File: src/rtl/tlut_pkg.sv
// ----------------------------------------------------------------------------
// Taint label union table package
// Shared types and codes for the label table front end, queue and back end.
// ----------------------------------------------------------------------------
package tlut_pkg;

   typedef logic [5:0] label_type;

   // Operation codes as they arrive on the request port.
   typedef enum logic [1:0] {
      FUNC_CREATE   = 2'd0,
      FUNC_UNION    = 2'd1,
      FUNC_CONTAINS = 2'd2,
      FUNC_NONE     = 2'd3
   } func_type;

   typedef enum logic [1:0] {
      STATUS_OK      = 2'd0,
      STATUS_FULL    = 2'd1,
      STATUS_INVALID = 2'd2
   } status_type;

   // Work classes handed from the front end to the back end.
   typedef enum logic [1:0] {
      OP_DIRECT   = 2'd0,
      OP_CREATE   = 2'd1,
      OP_UNION    = 2'd2,
      OP_CONTAINS = 2'd3
   } op_type;

   typedef enum logic [1:0] {
      ST_IDLE     = 2'd0,
      ST_CONTAINS = 2'd1,
      ST_OR       = 2'd2,
      ST_SCAN     = 2'd3
   } state_type;

   typedef struct packed {
      op_type     op;
      label_type  label_a;
      label_type  label_b;
      label_type  label;
      status_type status;
   } cmd_type;

   localparam label_type OVERFLOW_LABEL = 6'd1;

endpackage

File: src/rtl/tlut_front.sv
// ----------------------------------------------------------------------------
// Taint label union table front end
// Accepts request words, checks label validity, resolves the trivial cases
// and pushes a classified command into the queue.
// ----------------------------------------------------------------------------
module tlut_front #(
   parameter int LABEL_COUNT = 64
) (
   input  logic                           clock,
   input  logic                           reset,
   input  logic                           start,
   output logic                           busy,
   input  logic [1:0]                     req_func,
   input  logic [5:0]                     req_label_a,
   input  logic [5:0]                     req_label_b,
   input  logic [$clog2(LABEL_COUNT)-1:0] alloc_top,
   input  logic                           done,
   output logic                           push,
   output tlut_pkg::cmd_type              cmd
);

   localparam int IW = $clog2(LABEL_COUNT);
   localparam int CW = (IW > 6) ? IW : 6;

   logic busy_ff, busy_in;
   logic accept;
   logic bad_label;
   tlut_pkg::func_type func;

   assign accept = start && !busy_ff;
   assign busy   = busy_ff;
   assign push   = accept;
   assign func   = tlut_pkg::func_type'(req_func);

   // A label above the highest allocated one has no defined vector.
   assign bad_label = (CW'(req_label_a) > CW'(alloc_top)) ||
                      (CW'(req_label_b) > CW'(alloc_top));

   always_comb begin
      cmd.op      = tlut_pkg::OP_DIRECT;
      cmd.label_a = req_label_a;
      cmd.label_b = req_label_b;
      cmd.label   = '0;
      cmd.status  = tlut_pkg::STATUS_OK;
      unique case (func)
         tlut_pkg::FUNC_CREATE: begin
            cmd.op = tlut_pkg::OP_CREATE;
         end
         tlut_pkg::FUNC_UNION: begin
            if (bad_label) begin
               cmd.status = tlut_pkg::STATUS_INVALID;
            end else if (req_label_a == '0) begin
               cmd.label = req_label_b;
            end else if (req_label_b == '0 || req_label_a == req_label_b) begin
               cmd.label = req_label_a;
            end else begin
               cmd.op = tlut_pkg::OP_UNION;
            end
         end
         tlut_pkg::FUNC_CONTAINS: begin
            if (bad_label) begin
               cmd.status = tlut_pkg::STATUS_INVALID;
            end else begin
               cmd.op = tlut_pkg::OP_CONTAINS;
            end
         end
         default: begin
            cmd.op = tlut_pkg::OP_DIRECT;
         end
      endcase
   end

   always_comb begin
      busy_in = busy_ff;
      if (accept) begin
         busy_in = 1'b1;
      end else if (done) begin
         busy_in = 1'b0;
      end
   end

   always_ff @(posedge clock) begin
      if (reset) begin
         busy_ff <= 1'b0;
      end else begin
         busy_ff <= busy_in;
      end
   end

endmodule

File: config.mk
export PLATFORM = sky130hd
export DESIGN_NAME = tlut_front
export DESIGN_NICKNAME = d
export VERILOG_FILES = /design/src/rtl/tlut_pkg.sv /design/src/rtl/tlut_front.sv
export SDC_FILE = /design/constraint.sdc
export NUM_CORES = 1
export LEC_CHECK = 0
export ABC_AREA = 1
export BUFFER_PORTS_ARGS = -buffer_cell sky130_fd_sc_hd__buf_4
export CORE_UTILIZATION = 25
export CTS_BUF_LIST = sky130_fd_sc_hd__clkbuf_4 sky130_fd_sc_hd__clkbuf_8
export CTS_CLUSTER_SIZE = 20
export DETAILED_ROUTE_END_ITERATION = 7
export HOLD_SLACK_MARGIN = 0.12
export PLACE_DENSITY = 0.51
export SYNTH_ARGS = -nofsm -noshare
export SYNTH_HDL_FRONTEND = slang
export SYNTH_SLANG_ARGS = --single-unit
File: constraint.sdc
create_clock -name clock -period 1.4 [get_ports clock]
set_input_delay 0.28 -clock clock [delete_from_list [all_inputs] [get_ports clock]]
set_output_delay 0.28 -clock clock [all_outputs]
set_load 0.03 [all_outputs]
==> reports/metrics.cfg <==
[outcome]
status = finished with violations
violations = setup timing

[cells_and_area]
finish.utilization_pct = 52.9
largest_reg_flops = 1
antennaDiodeCount = 0
mostFrequentLayoutCell = nand2_1
final_layout_size_suffix_gt1_share_pct = 55.6
area_growth_pct = 93.9
layout.nets = 240
fillers = 327
design_area_um2 = 1670
mostFrequentLayoutCells = 45 x nand2_1, 44 x buf_4, 23 x inv_1

[global_routing]
grt_start_max_net_pins = 7
grt_pass1_vias = 989
antenna_found_initial = 0
grt_usage_pct = 13.9
grt_pass1_wl_um = 4020
grt_overflow = 0

[floorplan]
core_area_um2 = 3150
io_pins = 48
row_count = 20
initial_utilization_pct = 27.3
die_x_um = 60.6
fp.dieH_um = 60.6
fp.dieArea_um2 = 3680

[cts]
hold_buffers = 0
clkTransAtPathRegs_ps = 0
clock_latency_ps = 0

[yosys]
synthCells = 148
synth.avg_cell_area_um2 = 5.81
ys_seq_elements = 1
syn-num-nets = 188
synth_top_area_cell = ha_1
synth_top_area_share_pct = 23.3
synth-warning-count = 0
synth.distinct_cells = 20
synth_area_um2 = 860
synthTopCellsByArea = ha_1 23%, nand2_1 22%, inv_1 13%
ys_seq_area_share_pct = 2.33

[power]
power_density_nw_per_um2 = 348
power_frac_seq_pct = 5.6
clock_power_share_pct = 0
p_int_uw = 288
irDropWorstVdd_v = 0.000200
p_comb_share_pct = 94.4
p_sw_uw = 292
power.leakage_uw = 0.000811
p_sw_share_pct = 50.3

[timing]
period_minus_slack_ps = 1790
rsz0062_at_grt = true
clock.fmax_mhz = 558
hold_viol_final = 0
whs_ps = 437
finalSetupTns_ps = -3350
finalMaxSlewViolations = 0
fin_skew_ps = 0
finalCritPeriodShare_pct = 128
layout_setup_ws_ps = -393
setup_viol = 9

[detailed_routing]
wl_per_cell_um = 10.2
drc_errors = 0
drt_iter0_drc = 61
final_antenna_net_count = 0
drt_first_pass_iters = 4
totalWireLength_um = 2480
num_vias = 1038
avgViaCountPerCell = 4.29

[setup_path]
r2r_slack_ps = 720
crit_required_ps = 1120
r2r-end = busy
r2r-start = busy
cp_max_fo = 6
critPathKind = input pin to output port
cp_data_arrival_time_ps = 1510
critPathLaunchType = input pin
end_kind = output port
worstRegToRegCells = 3

[placed_design]
dp_slack_ps = -501
io_buffers = 46
placed_cell_area_um2 = 1510
place_hpwl_um = 2280
gp_congestion = 0.764

[worst_hold_path]
hp-class = input pin to flop
worstHoldPathCells = 2
hold_start = reset
hold_end = busy

[flow_run]
drv_cap = 0

-- routing by layer --
metal  wire [um]  up-vias  track usage, %
met2        1290       27            27.0
met3          87        0               0
li1            -      539               -
met5           0        -               0
met1        1090      472            18.3
met4           0        0               0
-- cell type report --
class	count	area (um^2)	area share, %
well taps	44	55.1	3.30
multi-input cells	103	880	52.8
repair buffers	63	556	33.3
inverters	31	156	9.38
flip-flops and latches	1	20.0	1.20
-- Yosys cell counts, drive strengths merged --
cell and number:
nor2 10, ha 16, dfxtp 1, a21boi 1, o21bai 1, nand4 2
nand2 53, nand3b 1, inv 31, conb 1, buf 13, nand3 8
a21oi 10
-- worst max-delay path: stages --
cell     delay, ps
buf_8           90
inv_12          30
ha_4           230
nand2_1         50
nand2_1         60
nand3_2         70
nand3_2         80
nand2_2        110
nand3_4        190
a21oi_4        170
buf_6          140
-- power by group through the flow --
stage | logic [uW] | registers, uW | clock network, uW
floorplan | 283 | 36.8 | 0
global placement | 474 | 32.6 | 0
detailed placement | 480 | 32.7 | 0
CTS | 507 | 32.8 | 0
global route | 595 | 33.2 | 0
finish | 547 | 32.8 | 0
-- cell families (layout without fill, tap and decap cells) --
| group | count (synthesis) | in the layout | synth area share (%) |
|---|---|---|---|
| AOI/OAI and AO/OA | 12 | 12 | 10.2 |
| adders and majority gates | 16 | 16 | 23.3 |
| buffers and inverters | 44 | 94 | 24.9 |
| DFF | 1 | 1 | 2.33 |
| other | 1 | 1 | 0.436 |
| and+or+nand+nor | 74 | 74 | 38.9 |
-- stage by stage --
stage / std cells / total power [uW]
floorplan: 148 / 319
finish: 242 / 580
global route: 242 / 628
detailed placement: 241 / 513
CTS: 241 / 540
global placement: 241 / 506
-- worst max-delay path by stage --
stage                      start  endpoint
finish              alloc_top[3]    cmd[3]
global route        alloc_top[3]    cmd[6]
CTS                 alloc_top[5]    cmd[5]
detailed placement  alloc_top[3]    cmd[5]
global placement    alloc_top[3]    cmd[3]
floorplan           alloc_top[3]    cmd[2]
-- what timing repair did --
action,in CTS,in global routing
pin swaps,13,8
setup buffers,0,1
gates resized for setup,24,19
setup endpoints to repair,9,9
(Power assumes the default switching activity.)
