**config.mk**
```make
export PLATFORM = sky130hd
export DESIGN_NAME = tlut_queue
export DESIGN_NICKNAME = d
export VERILOG_FILES = /design/src/rtl/tlut_pkg.sv /design/src/rtl/tlut_queue.sv
export SDC_FILE = /design/constraint.sdc
export NUM_CORES = 1
export LEC_CHECK = 0
export ABC_AREA = 1
export BUFFER_PORTS_ARGS = -buffer_cell sky130_fd_sc_hd__buf_4
export CORE_MARGIN = 3
export CORE_UTILIZATION = 55
export CTS_CLUSTER_DIAMETER = 50
export DETAILED_ROUTE_END_ITERATION = 10
export PLACE_DENSITY = 0.84
export SLEW_MARGIN = 20
export SYNTH_ARGS = -nofsm -noshare
export SYNTH_HDL_FRONTEND = slang
export SYNTH_SLANG_ARGS = --single-unit
```
**constraint.sdc**
```tcl
create_clock -name clock -period 4.35 [get_ports clock]
set_input_delay 0.87 -clock clock [delete_from_list [all_inputs] [get_ports clock]]
set_output_delay 0.87 -clock clock [all_outputs]
set_load 0.02 [all_outputs]
```
**src/rtl/tlut_pkg.sv**
```systemverilog
// ----------------------------------------------------------------------------
// Taint label union table package
// Shared types and codes for the label table front end, queue and back end.
// ----------------------------------------------------------------------------
package tlut_pkg;

   typedef logic [5:0] label_type;

   // Operation codes as they arrive on the request port.
   typedef enum logic [1:0] {
      FUNC_CREATE   = 2'd0,
      FUNC_UNION    = 2'd1,
      FUNC_CONTAINS = 2'd2,
      FUNC_NONE     = 2'd3
   } func_type;

   typedef enum logic [1:0] {
      STATUS_OK      = 2'd0,
      STATUS_FULL    = 2'd1,
      STATUS_INVALID = 2'd2
   } status_type;

   // Work classes handed from the front end to the back end.
   typedef enum logic [1:0] {
      OP_DIRECT   = 2'd0,
      OP_CREATE   = 2'd1,
      OP_UNION    = 2'd2,
      OP_CONTAINS = 2'd3
   } op_type;

   typedef enum logic [1:0] {
      ST_IDLE     = 2'd0,
      ST_CONTAINS = 2'd1,
      ST_OR       = 2'd2,
      ST_SCAN     = 2'd3
   } state_type;

   typedef struct packed {
      op_type     op;
      label_type  label_a;
      label_type  label_b;
      label_type  label;
      status_type status;
   } cmd_type;

   localparam label_type OVERFLOW_LABEL = 6'd1;

endpackage

```
**src/rtl/tlut_queue.sv**
```systemverilog
// ----------------------------------------------------------------------------
// Taint label union table command queue
// Two-entry queue of classified commands between front end and back end.
// ----------------------------------------------------------------------------
module tlut_queue (
   input  logic              clock,
   input  logic              reset,
   input  logic              push,
   input  tlut_pkg::cmd_type push_cmd,
   input  logic              pop,
   output tlut_pkg::cmd_type head,
   output logic              empty
);

   localparam int DEPTH = 2;

   tlut_pkg::cmd_type entry_ff [DEPTH];
   logic       wr_ptr_ff, wr_ptr_in;
   logic       rd_ptr_ff, rd_ptr_in;
   logic [1:0] count_ff, count_in;
   logic       do_push, do_pop;

   assign empty   = (count_ff == 2'd0);
   assign head    = entry_ff[rd_ptr_ff];
   assign do_push = push && (count_ff != 2'(DEPTH));
   assign do_pop  = pop && !empty;

   always_comb begin
      wr_ptr_in = wr_ptr_ff ^ do_push;
      rd_ptr_in = rd_ptr_ff ^ do_pop;
      count_in  = count_ff;
      if (do_push && !do_pop) begin
         count_in = count_ff + 2'd1;
      end else if (do_pop && !do_push) begin
         count_in = count_ff - 2'd1;
      end
   end

   always_ff @(posedge clock) begin
      if (do_push) begin
         entry_ff[wr_ptr_ff] <= push_cmd;
      end
   end

   always_ff @(posedge clock) begin
      if (reset) begin
         wr_ptr_ff <= 1'b0;
         rd_ptr_ff <= 1'b0;
         count_ff  <= 2'd0;
      end else begin
         wr_ptr_ff <= wr_ptr_in;
         rd_ptr_ff <= rd_ptr_in;
         count_ff  <= count_in;
      end
   end

endmodule

```
==> reports/summary.txt <==
Clock Tree Buf Depth -> 2
Number of core rows -> 20
Die Footprint -> 0.004019 mm²
Summed negative setup slack over all endpoints -> 0 ns
Total standard cell area after synthesis -> 0.001812 mm²
Number of setup violations in the final report -> 0
Final core utilization -> 0.7282
Share of the yosys chip area belonging to registers -> 0.7735
Inserted Clock Buffers -> 5
Router iterations before antenna repair -> 4
Overall fraction of global-route tracks in use -> 0.1682
Status -> finished clean
Number of instances in the placed design -> 233
Routed wire per std cell -> 13.20 µm
Max Clock Freq -> 352.1 MHz
Total wirelength of the detailed-routed design -> 3.181 mm
Die width -> 63.40 µm
Clock Sink Count -> 48
Count of final hold-check violations -> 0
Total power of the final layout -> 1.274 mW
Final std cells w/o fill -> 241
Sequential standard cell area -> 0.001401 mm²
Distinct cell type count of the synthesized netlist -> 15
Total via count in the routed design -> 1158
Worst min-delay path class -> reg -> reg
Type of the setup path with the least slack -> reg -> out
WHS -> 0.5656 ns
Effective utilization at floorplan -> 0.5839
Grt ovf -> 0
Skew final -> 0.01064 ns
Tightest Pin Transition -> 1.035 ns
Sort of element at the end of the critical path -> output pin
Total buffers and inverters traversed by the critical path -> 2
Ratio of final minimum period to clock period -> 0.6528
Power density cells -> 563.8 mW/mm²
Maximum number of pins on one net before global-route repair -> 25
Clock-pin slew on the worst setup and hold paths -> 0.12 ns
CTS tree -> done
Largest vdd supply drop -> 0.0003067 V
Number of top-level pins -> 49
Diodes inserted -> 0
Placer's final routability congestion estimate -> 0.6868
Slowest CP cell -> dfxtp_1
Count of mapped cells out of synthesis -> 145
Highest cell delay on the worst timing path -> 0.87 ns
Top library cells by usage in the layout, fill and taps aside -> nand2_1 (70), buf_4 (48), edfxtp_1 (44)
Data required time of the critical path -> 3.48 ns
Per-cell via count in the routed design -> 4.805
Port Buffers -> 48
Standby leakage power -> 0.9730 nW
Chip Height -> 63.40 µm
Number of filler instances in the final layout -> 240
Area growth from synthesis to layout -> 24.72%
Post-Syn Nets -> 174
Maximum fanout along the worst path -> 24
DR iter-0 viols -> 19
Average cell area after synthesis -> 12.49 µm²
Time the final worst path needs with I/O delays and setup -> 2.840 ns
Most common cell after layout, fill and taps aside -> nand2_1
Initial antenna violation count -> 0
RSZ-0062 raised after global routing -> no
Synthesis-stage register bit count -> 48
List of cells traversed by the critical path -> inv_2, nand2_1, nand2_1, buf_4
Max-cap violations -> 0
Via count of the first global-routing pass -> 1151
Worst-skew pair later-pin latency -> 0.35 ns
Type of element launching the critical path -> register
Master cell of the clock root buffer -> clkbuf_4
Pins over their slew limit -> 0
Area of the multi-input gates -> 360.3 µm²
Warning count from the yosys run -> 0
Arr. time, crit path -> 1.97 ns
CP top delay family -> flip-flops
HPWL after DPL -> 2.167 mm
Post-CTS repair timing setup buffer count -> 0
Number of hold buffers added after cts -> 0
Antenna Nets Post-Route -> 0
Count of unresolved DRC violations after routing -> 0
Relative slew margins -> 0.3100
Share of cells above drive strength 1 -> 0.2792
Core area -> 0.003103 mm²
Global-route wire length before repair -> 5.154 mm
Number of nets in the layout -> 225
Total number of H-tree levels -> 2
Cell seen most often among critical-path stages -> nand2_1
Post-cts gate resize count -> 0
[per-layer routing]
layer | vias up | share of wire | track usage | routed length, µm
met2 | 29 | 0.51 | 0.2855 | 1635
met4 | 0 | 0.023 | 0.08086 | 73
met1 | 540 | 0.41 | 0.2000 | 1313
met5 | - | 0 | 0 | 0
li1 | 582 | - | - | -
met3 | 7 | 0.050 | 0.04100 | 158
[stage by stage]
stage / area (µm²) / worst slack, ns
after floorplan: 1812 / 2.131
after global placement: 2207 / 1.821
after detailed placement: 2207 / 1.732
after CTS: 2260 / 1.486
after global routing: 2260 / 1.299
final: 2260 / 1.510
[flip-flops by register name, indices dropped and copies added, names as in the netlist]
register and flops:
rd_ptr_ff 1, count_ff 2, wr_ptr_ff 1, entry_ff 44
[where the power goes]
group / switching (mW) / internal [mW]
logic: 0.272 / 0.169
registers: 0.0435 / 0.599
clock network: 0.129 / 0.0617
total: 0.444 / 0.830
[area by class of cell]
class                      count  area share
inverter                       8     0.01329
timing repair buffer          48      0.1595
sequential                    48      0.6202
multi-input combinational     85      0.1595
clock inverter                 2    0.004983
clock buffer                   6     0.01827
tap                           44     0.02436
[logic make-up (layout without fill, tap and decap cells)]
| group | Yosys count | after routing | share of synthesized area |
|---|---|---|---|
| fa+ha+maj | 3 | 3 | 0.02072 |
| flops | 48 | 48 | 0.7735 |
| compound gates | 5 | 5 | 0.01519 |
| buf+inv | 12 | 64 | 0.02763 |
| simple gates | 77 | 77 | 0.1630 |
[tightest hold or removal path: cells and delay by family (launching register included)]
kind,cells,cell delay (ns)
and+or+nand+nor,1,0.04
DFF,1,0.33
adders and majority gates,1,0.12
buffers and inverters,1,0.05
[final timing paths]
path | start | endpoint | slack, ns | cells past startpoint
worst max register to register | count_ff[0] | entry_ff[1][14] | 2.21 | 3
worst min-delay path | wr_ptr_ff | wr_ptr_ff | 0.57 | 3
worst max-delay path | rd_ptr_ff | head[19] | 1.51 | 4
worst min register to register | wr_ptr_ff | wr_ptr_ff | 0.57 | 3
[synth_stat cells]
master,n,share of area
nor2_1,4,0.0083
a21boi_0,1,0.0041
nand2_1,70,0.15
o21ai_1,1,0.0028
dfxtp_1,4,0.044
a21oi_1,1,0.0028
and2_0,1,0.0035
o21ai_0,2,0.0055
inv_1,7,0.015
ha_1,3,0.021
edfxtp_1,44,0.73
nand4_1,1,0.0035
inv_2,1,0.0021
nand3_1,1,0.0028
buf_2,4,0.011
Power figures use the tool's default switching activity.
